`src/rtl/core/b32e_pkg.sv`:
```
// Base32 encoder package: shared types, ASCII constants and the symbol map.
// No dependencies; every rtl/core module refers to it by scoped names.
`default_nettype none

package b32e_pkg;

  localparam logic [6:0] CHAR_A      = 7'h41;  // 'A'
  localparam logic [6:0] CHAR_J      = 7'h4A;  // 'J'
  localparam logic [6:0] CHAR_P      = 7'h50;  // 'P'
  localparam logic [6:0] CHAR_2      = 7'h32;  // '2'
  localparam logic [6:0] LOWER_OFFS  = 7'd32;  // 'a' - 'A'
  localparam logic [6:0] SYM_J_BASE  = 7'd8;
  localparam logic [6:0] SYM_P_BASE  = 7'd13;
  localparam logic [6:0] SYM_D_BASE  = 7'd24;
  localparam logic [2:0] CARRY_MAX   = 3'd4;
  localparam logic [3:0] BYTE_BITS   = 4'd8;

  typedef struct packed {
    logic [3:0] bits;
    logic [2:0] cnt;
  } carry_t;

  // One byte cut into up to three 5-bit symbols.
  typedef struct packed {
    logic [2:0][4:0] sym;   // sym[0] goes out first
    logic [1:0]      cnt;
    logic            last;
  } slice_t;

  // Symbol offered by the group buffer.
  typedef struct packed {
    logic       valid;
    logic [4:0] sym;
    logic       last_char;
  } grp_out_t;

  function automatic logic [6:0] sym_to_ascii(input logic [4:0] v, input logic lower);
    logic [6:0] v7;
    logic [6:0] code;
    logic [6:0] offs;
    v7   = {2'b00, v};
    offs = lower ? LOWER_OFFS : 7'd0;
    case (v) inside
      [5'd0:5'd7]:   code = CHAR_A + v7 + offs;
      [5'd8:5'd12]:  code = CHAR_J + (v7 - SYM_J_BASE) + offs;
      [5'd13:5'd23]: code = CHAR_P + (v7 - SYM_P_BASE) + offs;
      default:       code = CHAR_2 + (v7 - SYM_D_BASE);
    endcase
    return code;
  endfunction

endpackage

`default_nettype wire

```
`src/rtl/core/b32e_slicer.sv`:
```
// Combinational bit slicer: joins pending bits with a new byte and cuts symbols.
// Depends on b32e_pkg.
`default_nettype none

module b32e_slicer (
  input  wire b32e_pkg::carry_t carry_i,
  input  wire logic [7:0]       data_byte_i,
  input  wire logic             last_byte_i,
  input  wire logic [3:0]       final_bits_i,
  output b32e_pkg::slice_t      slice_o,
  output b32e_pkg::carry_t      carry_o
);

  logic [2:0]  c;
  logic [14:0] window;
  logic [3:0]  fb;
  logic [3:0]  total;
  logic [1:0]  n;
  logic [3:0]  used;
  logic [3:0]  rem;
  logic [7:0]  keep_mask;

  always_comb begin
    c      = (carry_i.cnt > b32e_pkg::CARRY_MAX) ? b32e_pkg::CARRY_MAX : carry_i.cnt;
    // pending bits then the whole byte, left-justified in 15 bits
    window = {3'b000, carry_i.bits, data_byte_i} << (3'd7 - c);
    fb     = (final_bits_i > b32e_pkg::BYTE_BITS) ? b32e_pkg::BYTE_BITS : final_bits_i;

    if (last_byte_i) begin
      total = {1'b0, c} + fb;
      case (total) inside
        4'd0:          n = 2'd0;
        [4'd1:4'd5]:   n = 2'd1;
        [4'd6:4'd10]:  n = 2'd2;
        default:       n = 2'd3;
      endcase
    end else begin
      total = {1'b0, c} + b32e_pkg::BYTE_BITS;
      n     = (total >= 4'd10) ? 2'd2 : 2'd1;
    end

    case (n)
      2'd1:    used = 4'd5;
      2'd2:    used = 4'd10;
      2'd3:    used = 4'd15;
      default: used = 4'd0;
    endcase
    rem       = total - used;
    keep_mask = (8'd1 << rem[2:0]) - 8'd1;

    slice_o.sym[0] = window[14:10];
    slice_o.sym[1] = window[9:5];
    slice_o.sym[2] = window[4:0];
    slice_o.cnt    = n;
    slice_o.last   = last_byte_i;

    if (last_byte_i) begin
      carry_o.bits = 4'd0;
      carry_o.cnt  = 3'd0;
    end else begin
      carry_o.bits = data_byte_i[3:0] & keep_mask[3:0];
      carry_o.cnt  = rem[2:0];
    end
  end

endmodule

`default_nettype wire

```
`src/rtl/core/b32e_group_buf.sv`:
```
// Group buffer: holds the symbols of one byte and hands them out one per take.
// Depends on b32e_pkg.
`default_nettype none

module b32e_group_buf (
  input  wire logic               clk_i,
  input  wire logic               rst_ni,
  input  wire logic               load_i,
  input  wire b32e_pkg::slice_t   slice_i,
  input  wire logic               take_i,
  output b32e_pkg::grp_out_t      grp_o,
  output logic                    stall_o
);

  logic            vld_q, vld_d;
  logic [1:0]      idx_q, idx_d;
  logic [2:0][4:0] sym_q;
  logic [1:0]      cnt_q;
  logic            last_q;
  logic            final_sym;
  logic            move;
  logic            drain;
  logic [4:0]      cur_sym;

  always_comb begin
    case (idx_q)
      2'd0:    cur_sym = sym_q[0];
      2'd1:    cur_sym = sym_q[1];
      default: cur_sym = sym_q[2];
    endcase
    final_sym = (idx_q == (cnt_q - 2'd1));
    move      = vld_q && take_i;
    drain     = move && final_sym;
    stall_o   = vld_q && !drain;

    vld_d = vld_q;
    idx_d = idx_q;
    if (load_i) begin
      vld_d = (slice_i.cnt != 2'd0);
      idx_d = 2'd0;
    end else if (drain) begin
      vld_d = 1'b0;
    end else if (move) begin
      idx_d = idx_q + 2'd1;
    end

    grp_o.valid     = vld_q;
    grp_o.sym       = cur_sym;
    grp_o.last_char = last_q && final_sym;
  end

  always_ff @(posedge clk_i or negedge rst_ni) begin
    if (!rst_ni) begin
      vld_q <= 1'b0;
      idx_q <= 2'd0;
    end else begin
      vld_q <= vld_d;
      idx_q <= idx_d;
    end
  end

  // payload: capture on load only
  always_ff @(posedge clk_i) begin
    if (load_i) begin
      sym_q  <= slice_i.sym;
      cnt_q  <= slice_i.cnt;
      last_q <= slice_i.last;
    end
  end

endmodule

`default_nettype wire

```
`src/rtl/core/base32_bit_encoder.sv`:
```
// Top level of the base32 bit-stream encoder: carry state, config register,
// output register and assertions. Depends on b32e_pkg, b32e_slicer, b32e_group_buf.
`default_nettype none

// Turns a byte stream into base32 ASCII characters (A-H, J-N, P-Z, 2-9),
// reading each byte most significant bit first, five bits per character.
// Bits that do not fill a character are carried to the next byte. A beat
// with last_byte_i set closes the message: final_bits_i (0..8, larger
// values count as 8) says how many of its bits belong to the message, the
// remaining characters are padded with the byte's unused bits, then zeros,
// and last_char_o marks the final one. cfg_we_i/cfg_wdata_i write the
// lowercase bit; write it only while the block is idle. Timing: a byte is
// sliced as it enters, its 0..3 characters sit in a group buffer, and the
// output register emits one character per cycle while out_stall_i is low.
// An ordinary byte yields 1 or 2 characters, the final one up to 3. A new
// byte is accepted while the group buffer is empty or hands out the last
// character of the previous byte. The first character of a byte passes
// from the group buffer through the output register to the output. Both
// channels use valid/stall; a beat moves when valid is high and stall low.
module base32_bit_encoder (
  input  wire logic       clk_i,
  input  wire logic       rst_ni,
  // configuration
  input  wire logic       cfg_we_i,
  input  wire logic       cfg_wdata_i,
  // input beats
  input  wire logic       in_valid_i,
  output logic            in_stall_o,
  input  wire logic [7:0] data_byte_i,
  input  wire logic       last_byte_i,
  input  wire logic [3:0] final_bits_i,
  // result beats
  output logic            out_valid_o,
  input  wire logic       out_stall_i,
  output logic [6:0]      char_code_o,
  output logic            last_char_o
);

  logic               lowercase_q;
  b32e_pkg::carry_t   carry_q;
  b32e_pkg::carry_t   carry_d;
  b32e_pkg::slice_t   slice;
  b32e_pkg::grp_out_t grp;
  logic               grp_stall;
  logic               in_acc;
  logic               out_take;
  logic               out_valid_q, out_valid_d;
  logic [6:0]         char_q;
  logic               last_q;

  // accept a byte whenever the group buffer is empty or drains this cycle
  assign in_stall_o = grp_stall;
  assign in_acc     = in_valid_i && !grp_stall;

  // output register frees up when empty or when its beat is taken
  assign out_take    = !out_valid_q || !out_stall_i;
  assign out_valid_d = out_take ? grp.valid : out_valid_q;

  b32e_slicer u_slicer (
    .carry_i      (carry_q),
    .data_byte_i  (data_byte_i),
    .last_byte_i  (last_byte_i),
    .final_bits_i (final_bits_i),
    .slice_o      (slice),
    .carry_o      (carry_d)
  );

  b32e_group_buf u_group_buf (
    .clk_i   (clk_i),
    .rst_ni  (rst_ni),
    .load_i  (in_acc),
    .slice_i (slice),
    .take_i  (out_take),
    .grp_o   (grp),
    .stall_o (grp_stall)
  );

  always_ff @(posedge clk_i or negedge rst_ni) begin
    if (!rst_ni) begin
      lowercase_q <= 1'b0;
      carry_q     <= '0;
      out_valid_q <= 1'b0;
    end else begin
      if (cfg_we_i) begin
        lowercase_q <= cfg_wdata_i;
      end
      // advance the pending bits with every accepted byte
      if (in_acc) begin
        carry_q <= carry_d;
      end
      out_valid_q <= out_valid_d;
    end
  end

  // map the symbol to ASCII as it enters the output register
  always_ff @(posedge clk_i) begin
    if (out_take && grp.valid) begin
      char_q <= b32e_pkg::sym_to_ascii(grp.sym, lowercase_q);
      last_q <= grp.last_char;
    end
  end

  assign out_valid_o = out_valid_q;
  assign char_code_o = char_q;
  assign last_char_o = last_q;

  // a closing byte leaves nothing pending
  a_last_clears_carry: assert property (@(posedge clk_i) disable iff (!rst_ni)
    in_acc && last_byte_i |=> carry_q.cnt == 3'd0 && carry_q.bits == 4'd0)
    else $error("carry not cleared after final byte");

  // never more than four bits pending
  a_carry_bound: assert property (@(posedge clk_i) disable iff (!rst_ni)
    carry_q.cnt <= b32e_pkg::CARRY_MAX)
    else $error("pending bit count out of range");

  // a held output beat with a loaded group buffer must back-pressure the input
  a_backpressure: assert property (@(posedge clk_i) disable iff (!rst_ni)
    grp.valid && out_valid_q && out_stall_i |-> in_stall_o)
    else $error("input accepted while group buffer blocked");

endmodule

`default_nettype wire

```
`config.mk`:
```
export PLATFORM = sky130hd
export DESIGN_NAME = base32_bit_encoder
export DESIGN_NICKNAME = d
export VERILOG_FILES = /design/src/rtl/core/b32e_pkg.sv /design/src/rtl/core/b32e_slicer.sv /design/src/rtl/core/b32e_group_buf.sv /design/src/rtl/core/base32_bit_encoder.sv
export SDC_FILE = /design/constraint.sdc
export NUM_CORES = 1
export LEC_CHECK = 0
export BUFFER_PORTS_ARGS = -buffer_cell sky130_fd_sc_hd__buf_2
export CORE_ASPECT_RATIO = 1.2
export CORE_MARGIN = 4
export CORE_UTILIZATION = 51
export CTS_CLUSTER_DIAMETER = 100
export DETAILED_ROUTE_END_ITERATION = 8
export GPL_ROUTABILITY_DRIVEN = 0
export GPL_TIMING_DRIVEN = 0
export PLACE_DENSITY = 0.71
export SYNTH_ARGS = -nofsm -noshare
export SYNTH_HDL_FRONTEND = slang
export SYNTH_SLANG_ARGS = --single-unit
```
`constraint.sdc`:
```
create_clock -name clk_i -period 8.01 [get_ports clk_i]
set_input_delay 0.801 -clock clk_i [delete_from_list [all_inputs] [get_ports clk_i]]
set_output_delay 0.801 -clock clk_i [all_outputs]
set_load 0.01 [all_outputs]
```
==> impl_metrics.json, run 1 <==
{
  "ant_nets": 0,
  "worst_pin_slew_ns": 0.821,
  "initial_utilization_pct": 52.7,
  "dr.pass1.iters": 4,
  "avgSynthCellArea_um2": 9.44,
  "hp-class": "in2async",
  "ios": 29,
  "leakagePower_uw": 0.00132,
  "die_area_um2": 6770,
  "synth_area_leader_cell": "edfxtp_1",
  "cts_setup_buffers": 0,
  "synth-async-reset-ratio_pct": 31.6,
  "r2r_slack_ns": 3.33,
  "ys.flop_type": "edfxtp_1",
  "crit_required_ns": 8.24,
  "cts.clk_slew.worst_paths_ns": 0.08,
  "antenna_cells": 0,
  "status": "finished, final reports clean",
  "htreeDepth": 2,
  "nets": 374,
  "io_buffers": 27,
  "r2r-start": "carry_q[0]$_DFFE_PN0P_",
  "grt_start_max_net_pins": 24,
  "slew_violations": 0,
  "wl_per_cell_um": 14.2,
  "setup_ws_ns": 3.33,
  "cts_resized": 0,
  "grt_usage_pct": 17.9,
  "timing.fmax_ghz": 0.214,
  "syn-instance-count": 298,
  "yosysWarnings": 0,
  "dr.first_iter.drc_count": 79,
  "ys_top_cells_by_area": "edfxtp_1 (28%), dfrtp_1 (11%), ha_1 (8.0%)",
  "fin_crit_sh_pct": 58.4,
  "dp_slack_ns": 3.37,
  "antenna_found_initial": 0,
  "ys_types": 58,
  "coreArea_um2": 5330,
  "rsz0062_at_grt": "no",
  "r2r-end": "carry_q[5]$_DFFE_PN0P_",
  "clock_path_buffers": 2,
  "fin_area_um2": 3170,
  "fin_crit_ns": 4.68,
  "fin_worst_skew_ns": 0.00705,
  "ir_worst_vdd_mv": 0.176,
  "synth_edf_count": 26,
  "grt_overflow": 0,
  "dpl.hpwl_um": 4320,
  "vias": 2256,
  "end_kind": "flip-flop",
  "clock-sinks": 38,
  "grt_pass1_wl_um": 9330,
  "synth_top_area_share_pct": 27.8,
  "synth.most_common_cell": "nand2_1",
  "drive_above_1_share_pct": 17.9,
  "tns_ns": 0,
  "syn_area_um2": 2810,
  "dpl-instance-area_um2": 3030,
  "worstSkewPairLatency_ns": 0.29,
  "cts_buffers": 5,
  "drc_errors": 0,
  "grt_pass1_vias": 2089,
  "die_h_um": 89.4,
  "p_per_area_nw_per_um2": 498,
  "wl_um": 5620,
  "cap_violations": 0,
  "ys_seq_area_share_pct": 38.4,
  "critPathLaunchType": "flip-flop",
  "slew_headroom_pct": 45.2,
  "worst-path-max-fanout": 10,
  "synth_commonest_cells": "nand2_1 (41), edfxtp_1 (26), o21ai_0 (20)",
  "cp.arrival_ns": 4.90,
  "via_per_inst": 5.68,
  "critical_path_class": "reg2reg",
  "area.growth.synth_to_final_pct": 12.7,
  "finalHoldViolations": 0,
  "setup_viol": 0,
  "holdBufCountCts": 0,
  "cts_tree": "built",
  "cts_root_buffer": "clkbuf_8",
  "dieWidth_um": 75.8,
  "r2r_cells": 18,
  "rows": 29,
  "ys_ff_latch": 38
}
[per-layer routing]
layer | wire length [um] | share of wire [%] | global-route usage [%] | vias up
li1 | - | - | - | 1130
met1 | 2470 | 44 | 22.2 | 1066
met2 | 2760 | 49 | 30.5 | 47
met3 | 233 | 4.1 | 2.92 | 13
met4 | 158 | 2.8 | 7.63 | 0
met5 | 0 | 0 | 0 | -
[registers in the layout, summed over array words and instances, names as in the netlist]
| name | flops |
|---|---|
| u_group_buf.sym_q | 15 |
| carry_q | 7 |
| char_code_o | 7 |
| u_group_buf.cnt_q | 2 |
| u_group_buf.idx_q | 2 |
| last_char_o | 1 |
| lowercase_q | 1 |
| out_valid_o | 1 |
| u_group_buf.last_q | 1 |
| u_group_buf.vld_q | 1 |
[cell type report]
| class | count | area, um2 |
|---|---|---|
| multi-input combinational | 229 | 1590 |
| inverter | 17 | 68.8 |
| tap | 62 | 77.6 |
| timing repair buffer | 27 | 135 |
| clock inverter | 3 | 68.8 |
| clock buffer | 5 | 68.8 |
| fill | 500 | 2160 |
| buffer | 16 | 78.8 |
| sequential | 38 | 1080 |
[through the flow]
| step | utilization, % | hold slack [ns] | cells | power (uW) |
|---|---|---|---|---|
| after global routing | 59.4 | 0.392 | 397 | 1740 |
| after global placement | 56.9 | 0.448 | 389 | 1370 |
| final | 59.4 | 0.386 | 397 | 1580 |
| after CTS | 59.4 | 0.384 | 397 | 1590 |
| after detailed placement | 56.9 | 0.461 | 389 | 1400 |
| after floorplan | - | 0.439 | 300 | 1160 |
[power breakdown]
| group | total, uW | leakage, uW | internal, uW | switching [uW] |
|---|---|---|---|---|
| Clock | 192 | 0.0000683 | 125 | 67.1 |
| Combinational | 1030 | 0.000855 | 428 | 605 |
| Sequential | 355 | 0.000393 | 326 | 29.3 |
[kinds of logic (layout without fill, tap and decap cells)]
family | Yosys count | count (layout) | share of synthesized area [%]
mux | 20 | 20 | 7.87
fa+ha+maj | 21 | 21 | 10.1
other cells | 1 | 3 | 0.133
xor+xnor | 17 | 17 | 5.29
buf+inv | 33 | 68 | 5.25
flops | 38 | 38 | 38.4
simple gates | 97 | 97 | 16.1
compound gates | 71 | 71 | 16.7
[how the worst max path moves through the flow]
stage | start | cells past startpoint | endpoint
floorplan | carry_q[0]$_DFFE_PN0P_ | 16 | carry_q[5]$_DFFE_PN0P_
global placement | carry_q[0]$_DFFE_PN0P_ | 18 | carry_q[5]$_DFFE_PN0P_
detailed placement | carry_q[0]$_DFFE_PN0P_ | 18 | carry_q[5]$_DFFE_PN0P_
CTS | carry_q[0]$_DFFE_PN0P_ | 18 | carry_q[5]$_DFFE_PN0P_
global route | carry_q[0]$_DFFE_PN0P_ | 18 | carry_q[5]$_DFFE_PN0P_
finish | carry_q[0]$_DFFE_PN0P_ | 18 | carry_q[5]$_DFFE_PN0P_
[placed cells by master, fill, tap and decap left out, drive strengths merged, types with 3 or more instances in the layout]
cell    count
dfrtp      12
o31ai       4
xnor2      15
mux2i      12
nor2       20
a22o        6
clkbuf     15
nor2b       6
buf        33
conb        3
nand3      11
fa          3
a21o        4
ha         18
o21ai      22
edfxtp     26
nand2b      4
a21oi      16
inv        17
mux2        7
nand2      41
[critical path, stage by stage, from the launching register on]
cell and delay [ns]:
dfrtp_1 0.32, clkbuf_1 0.49, and2b_1 0.20, buf_2 0.26, ha_1 0.26, inv_1 0.07, fa_1 0.37, xor2_1 0.31
a21boi_0 0.23, nand2_1 0.07, a41o_1 0.23, ha_1 0.20, fa_1 0.42, xor2_1 0.30, nand3_1 0.15, ha_1 0.22
nor4b_1 0.31, nand3_1 0.12, nand3_1 0.10
(Power assumes the default switching activity.)
==> run 2: changes to the inputs <==
--- a/config.mk
+++ b/config.mk
@@ -13,7 +13,7 @@
 export DETAILED_ROUTE_END_ITERATION = 8
 export GPL_ROUTABILITY_DRIVEN = 0
 export GPL_TIMING_DRIVEN = 0
-export PLACE_DENSITY = 0.71
+export PLACE_DENSITY = 0.73
 export SYNTH_ARGS = -nofsm -noshare
 export SYNTH_HDL_FRONTEND = slang
 export SYNTH_SLANG_ARGS = --single-unit
==> constraint.sdc (replaced) <==
create_clock -name clk_i -period 4.05 [get_ports clk_i]
set_input_delay 0.405 -clock clk_i [delete_from_list [all_inputs] [get_ports clk_i]]
set_output_delay 0.405 -clock clk_i [all_outputs]
set_load 0.01 [all_outputs]
==> run 2 against run 1 <==
Against the previous run: non-clock buffer count is 2 higher; sequential share of layout area is 0.33 points lower; die area stayed put; via count is 0.18% higher; routed wire length is 0.98% higher; combinational power is 110% higher; power is 96% higher; critical path type unchanged; largest power group unchanged.
==> impl_metrics.json, run 2 (synthesis gave the netlist of run 1 again) <==
{
  "status": "finished, final reports clean",
  "fin_area_um2": 3210,
  "clock_path_buffers": 2,
  "critPathLaunchType": "flip-flop",
  "wl_per_cell_um": 14.2,
  "fin_crit_sh_pct": 95.8,
  "crit_path_top_delay_cell": "fa_2",
  "fin_worst_skew_ns": 0.00969,
  "cts_tree": "built",
  "worst-path-max-fanout": 10,
  "critical-path-top-delay-family": "adder cells",
  "stdcell_count": 399,
  "ir_worst_vdd_mv": 0.397,
  "drc_errors": 0,
  "wl_um": 5670,
  "vias": 2260,
  "cts.clk_slew.worst_paths_ns": 0.08,
  "worstSkewPairLatency_ns": 0.29,
  "dr.pass1.iters": 4,
  "regMostFlops": "u_group_buf.sym_q",
  "final_common_cell": "nand2_1",
  "timing.fmax_ghz": 0.258,
  "place_inst": 389,
  "utilization_pct": 60.1,
  "grt_overflow": 0,
  "setup_ws_ns": 0.170,
  "grt_usage_pct": 17.7,
  "dp_slack_ns": -0.359,
  "rows": 29,
  "hp-class": "in2reg",
  "crit_required_ns": 4.28,
  "r2r_cells": 16,
  "fillerInstances": 467,
  "finalHoldViolations": 0,
  "critical_path_class": "reg2reg",
  "area.growth.synth_to_final_pct": 14.0,
  "nets": 376,
  "dieWidth_um": 75.8,
  "fin_crit_ns": 3.88,
  "cp.arrival_ns": 4.11,
  "cp_cell_sequence": "buf_6, and2b_1, buf_6, ha_4, inv_1, fa_2, or3_1, a41o_1, ha_1, fa_2, xor2_4, nand3b_1, ha_1, nor4b_2, nand3_1, nand3_1",
  "worst-path-stages": 16,
  "grt_pass1_vias": 2010,
  "dr.first_iter.drc_count": 60,
  "cts_buffers": 5,
  "cap_violations": 0,
  "leakagePower_uw": 0.00131,
  "end_kind": "flip-flop",
  "via_per_inst": 5.66,
  "ios": 29,
  "setup_viol": 0,
  "dpl.hpwl_um": 4350,
  "grt_start_max_net_pins": 24,
  "slew_headroom_pct": 44.8,
  "initial_utilization_pct": 52.7,
  "dpl-instance-area_um2": 3030,
  "antenna_found_initial": 0,
  "worst_pin_slew_ns": 0.828,
  "ant_nets": 0,
  "htreeDepth": 2,
  "layout_common_cells": "nand2_1 (41), buf_2 (30), edfxtp_1 (26)",
  "crit_buf_inv": 3,
  "largest_register_ffs": 15,
  "slew_violations": 0,
  "die_area_um2": 6770,
  "worst_hold_slack_ns": 0.343,
  "drive_above_1_share_pct": 20.5,
  "coreArea_um2": 5330,
  "die_h_um": 89.4,
  "io_buffers": 27,
  "p_per_area_nw_per_um2": 967,
  "r2r_slack_ns": 0.17,
  "hold_path_depth": 3,
  "grt_pass1_wl_um": 9130,
  "cts_root_buffer": "clkbuf_8",
  "clock-sinks": 38,
  "antenna_cells": 0,
  "cpPeakStageDelay_ns": 0.47
}
run 2: changes by cell type in the layout (fill, tap and decap cells not counted), moves of 2 or more:
cell and change:
buf_6 +2, xor2_1 -2, fa_1 -2, bufinv_16 -2, fa_2 +2
run 2: path summary, 6_finish.rpt:
| kind | startpoint | end |
|---|---|---|
| max reg2reg | carry_q[0]$_DFFE_PN0P_ | carry_q[5]$_DFFE_PN0P_ |
| min | in_valid_i | u_group_buf.vld_q$_DFFE_PN0P_ |
| max in group asynchronous | rst_ni | carry_q[2]$_DFFE_PN0P_ |
| min reg2reg | u_group_buf.vld_q$_DFFE_PN0P_ | out_valid_o$_DFFE_PN0P_ |
| min in group asynchronous | rst_ni | carry_q[2]$_DFFE_PN0P_ |
| max | carry_q[0]$_DFFE_PN0P_ | carry_q[5]$_DFFE_PN0P_ |
run 2: per-stage QoR:
stage | power [uW] | setup TNS [ns]
floorplan | 2300 | 0
global placement | 2700 | -0.389
detailed placement | 2760 | -0.576
CTS | 3060 | 0
global route | 3400 | -0.0105
finish | 3100 | 0
run 2: worst reg2reg max path: stages, from the launching register on:
cell and delay (ns):
dfrtp_1 0.38, buf_6 0.15, and2b_1 0.17, buf_6 0.15, ha_4 0.17, inv_1 0.06
fa_2 0.47, or3_1 0.39, a41o_1 0.25, ha_1 0.20, fa_2 0.40, xor2_4 0.18
nand3b_1 0.11, ha_1 0.24, nor4b_2 0.28, nand3_1 0.11, nand3_1 0.10
run 2: repair_timing:
| item | 4_1_cts | 5_1_grt |
|---|---|---|
| endpoints found under the setup margin | 2 | 2 |
| hold buffers | 1 | 0 |
| endpoints found under the hold margin | 12 | 0 |
| cloned | 0 | 0 |
| resized for setup | 6 | 10 |
| setup buffers | 1 | 0 |
| pin swaps | 1 | 0 |
run 2: area by class of cell:
type | count | area (um2) | share of cell area (%)
plain buffers | 16 | 92.6 | 2.89
clock buffers | 5 | 68.8 | 2.15
clock inverters | 3 | 16.3 | 0.507
inverters | 17 | 68.8 | 2.15
multi-input cells | 229 | 1650 | 51.4
flip-flops and latches | 38 | 1080 | 33.8
well taps | 62 | 77.6 | 2.42
repair buffers | 29 | 153 | 4.76
run 2: metal layers:
| metal | vias up | routed length [um] | track usage (%) |
|---|---|---|---|
| li1 | 1128 | - | - |
| met3 | 12 | 317 | 3.94 |
| met2 | 72 | 2830 | 29.7 |
| met1 | 1048 | 2390 | 21.9 |
| met4 | 0 | 140 | 6.68 |
| met5 | - | 0 | 0 |
run 2: power by group:
group          switching, uW  internal, uW  total, uW
registers               58.9           645        704
logic                   1230           914       2140
clock network            135           118        253
==> run 3: changes to the inputs <==
--- a/config.mk
+++ b/config.mk
@@ -13,7 +13,7 @@
 export DETAILED_ROUTE_END_ITERATION = 8
 export GPL_ROUTABILITY_DRIVEN = 0
 export GPL_TIMING_DRIVEN = 0
-export PLACE_DENSITY = 0.73
+export PLACE_DENSITY = 0.78
 export SYNTH_ARGS = -nofsm -noshare
 export SYNTH_HDL_FRONTEND = slang
 export SYNTH_SLANG_ARGS = --single-unit
==> run 3 against run 2 <==
Against the previous run: clock power increased by 51%; first-iteration DRC count rose by 78%; combinational power is 3% higher; routed wire length increased by 3.3%; hold slack worse by 0.0040 ns; cell area rose by 2.7%; clock skew up 0.0045 ns; via count grew 1.3%; flip-flop and latch count unchanged; die area is the same; sequential power about the same; non-clock buffer count increased by 4.
==> impl_metrics.json, run 3 (synthesis gave the netlist of run 1 again) <==
{
  "status": "finished, final reports clean",
  "layout_common_cells": "nand2_1 (41), buf_2 (30), edfxtp_1 (26)",
  "grt_overflow": 0,
  "critPathLaunchType": "flip-flop",
  "die_h_um": 89.4,
  "via_per_inst": 5.68,
  "dr.pass1.iters": 4,
  "timing.fmax_ghz": 0.258,
  "grt_start_max_net_pins": 24,
  "io_buffers": 27,
  "dr.first_iter.drc_count": 107,
  "wl_um": 5860,
  "met1_usage_pct": 22.3,
  "critical_path_class": "reg2reg",
  "ios": 29,
  "coreArea_um2": 5330,
  "stdcell_count": 403,
  "regMostFlops": "u_group_buf.sym_q",
  "clock_path_buffers": 2,
  "grt_pass1_wl_um": 9490,
  "worst_pin_slew_ns": 0.817,
  "antenna_cells": 0,
  "rsz0062_at_grt": "no",
  "fin_crit_ns": 3.87,
  "use_met2_pct": 32.1,
  "slew_violations": 0,
  "die_area_um2": 6770,
  "cts_tree": "built",
  "htreeDepth": 2,
  "nets": 380,
  "clock-sinks": 38,
  "r2r_slack_ns": 0.18,
  "p_per_area_nw_per_um2": 999,
  "leakagePower_uw": 0.00136,
  "initial_utilization_pct": 52.7,
  "cp.arrival_ns": 4.09,
  "setup_viol": 0,
  "place_inst": 389,
  "power.total_uw": 3290,
  "end_kind": "flip-flop",
  "cts_buffers": 5,
  "ir_worst_vdd_mv": 0.486,
  "cts.clk_slew.worst_paths_ns": 0.09,
  "grtUsageMet3_pct": 2.70,
  "fillerInstances": 441,
  "largest_register_ffs": 15,
  "drc_errors": 0,
  "dp_slack_ns": -0.374,
  "finalHoldViolations": 0,
  "dieWidth_um": 75.8,
  "crit_required_ns": 4.27,
  "setup_ws_ns": 0.182,
  "dpl.hpwl_um": 4410,
  "wl_per_cell_um": 14.5,
  "worst_hold_slack_ns": 0.339,
  "grt_pass1_vias": 2161,
  "cts_root_buffer": "clkbuf_8",
  "worstSkewPairLatency_ns": 0.29,
  "drive_above_1_share_pct": 22.0,
  "antenna_found_initial": 0,
  "rows": 29,
  "hp-class": "in2reg",
  "top_usage_layer": "met2",
  "vias": 2290,
  "final_common_cell": "nand2_1",
  "area.growth.synth_to_final_pct": 17.0,
  "slew_headroom_pct": 45.5,
  "cap_violations": 0,
  "fin_crit_sh_pct": 95.5,
  "grt_usage_pct": 18.1,
  "ant_nets": 0,
  "fin_worst_skew_ns": 0.0142,
  "worst-path-max-fanout": 10
}
## run 3: layout make-up
cell class              count  area (um2)  share of cell area, %
repair buffers             33         183                   5.55
clock buffers               5        68.8                   2.09
plain buffers              16        92.6                   2.81
clock inverters             3        68.8                   2.09
well taps                  62        77.6                   2.36
flip-flops and latches     38        1080                   32.9
inverters                  17        68.8                   2.09
multi-input cells         229        1650                   50.1
## run 3: worst max-delay path, stage by stage, from the launching register on
cell,delay (ns)
dfrtp_1,0.38
buf_6,0.15
and2b_1,0.17
buf_6,0.12
ha_2,0.20
inv_1,0.07
fa_2,0.47
or3_1,0.38
a41o_1,0.27
ha_1,0.21
fa_2,0.41
xor2_4,0.19
nand3b_1,0.13
ha_2,0.21
nor4b_2,0.26
nand3_1,0.10
nand3_1,0.09
## run 3: power by group
part	total [uW]	switching, uW	internal, uW	leakage, uW
Clock	381	134	247	0.0000683
Sequential	704	58.0	646	0.000391
Combinational	2200	1260	946	0.000896
## run 3: repair_timing
action                                 in CTS  in global routing
pin swaps                                   1                  1
endpoints found under the hold margin       7                  0
setup buffers                               0                  5
hold buffers                                1                  0
setup endpoints to repair                   2                  2
gates cloned                                0                  0
gates resized for setup                     9                  7
## run 3: per-layer routing
layer  wire [um]  part of all wire, %  vias to the layer above
met5           0                    0                        -
met4         110                  1.9                        0
met3         238                  4.1                       10
met2        3000                   51                       57
met1        2510                   43                     1087
li1            -                    -                     1136
## run 3: worst paths after layout
kind	to	cells after the start	startpoint
max	carry_q[5]$_DFFE_PN0P_	16	carry_q[0]$_DFFE_PN0P_
min	lowercase_q$_DFFE_PN0P_	2	cfg_wdata_i
max reg2reg	carry_q[5]$_DFFE_PN0P_	16	carry_q[0]$_DFFE_PN0P_
min reg2reg	out_valid_o$_DFFE_PN0P_	1	u_group_buf.vld_q$_DFFE_PN0P_
max in group asynchronous	carry_q[2]$_DFFE_PN0P_	2	rst_ni
min in group asynchronous	carry_q[3]$_DFFE_PN0P_	2	rst_ni
## run 3: stage by stage
step,utilization [%],TNS [ns],instance area [um2]
3_3_place_gp,56.9,-0.318,3030
4_1_cts,60.5,0,3230
6_report,61.7,0,3290
2_1_floorplan,-,0,2820
5_1_grt,61.7,0,3290
3_5_place_dp,56.9,-0.637,3030
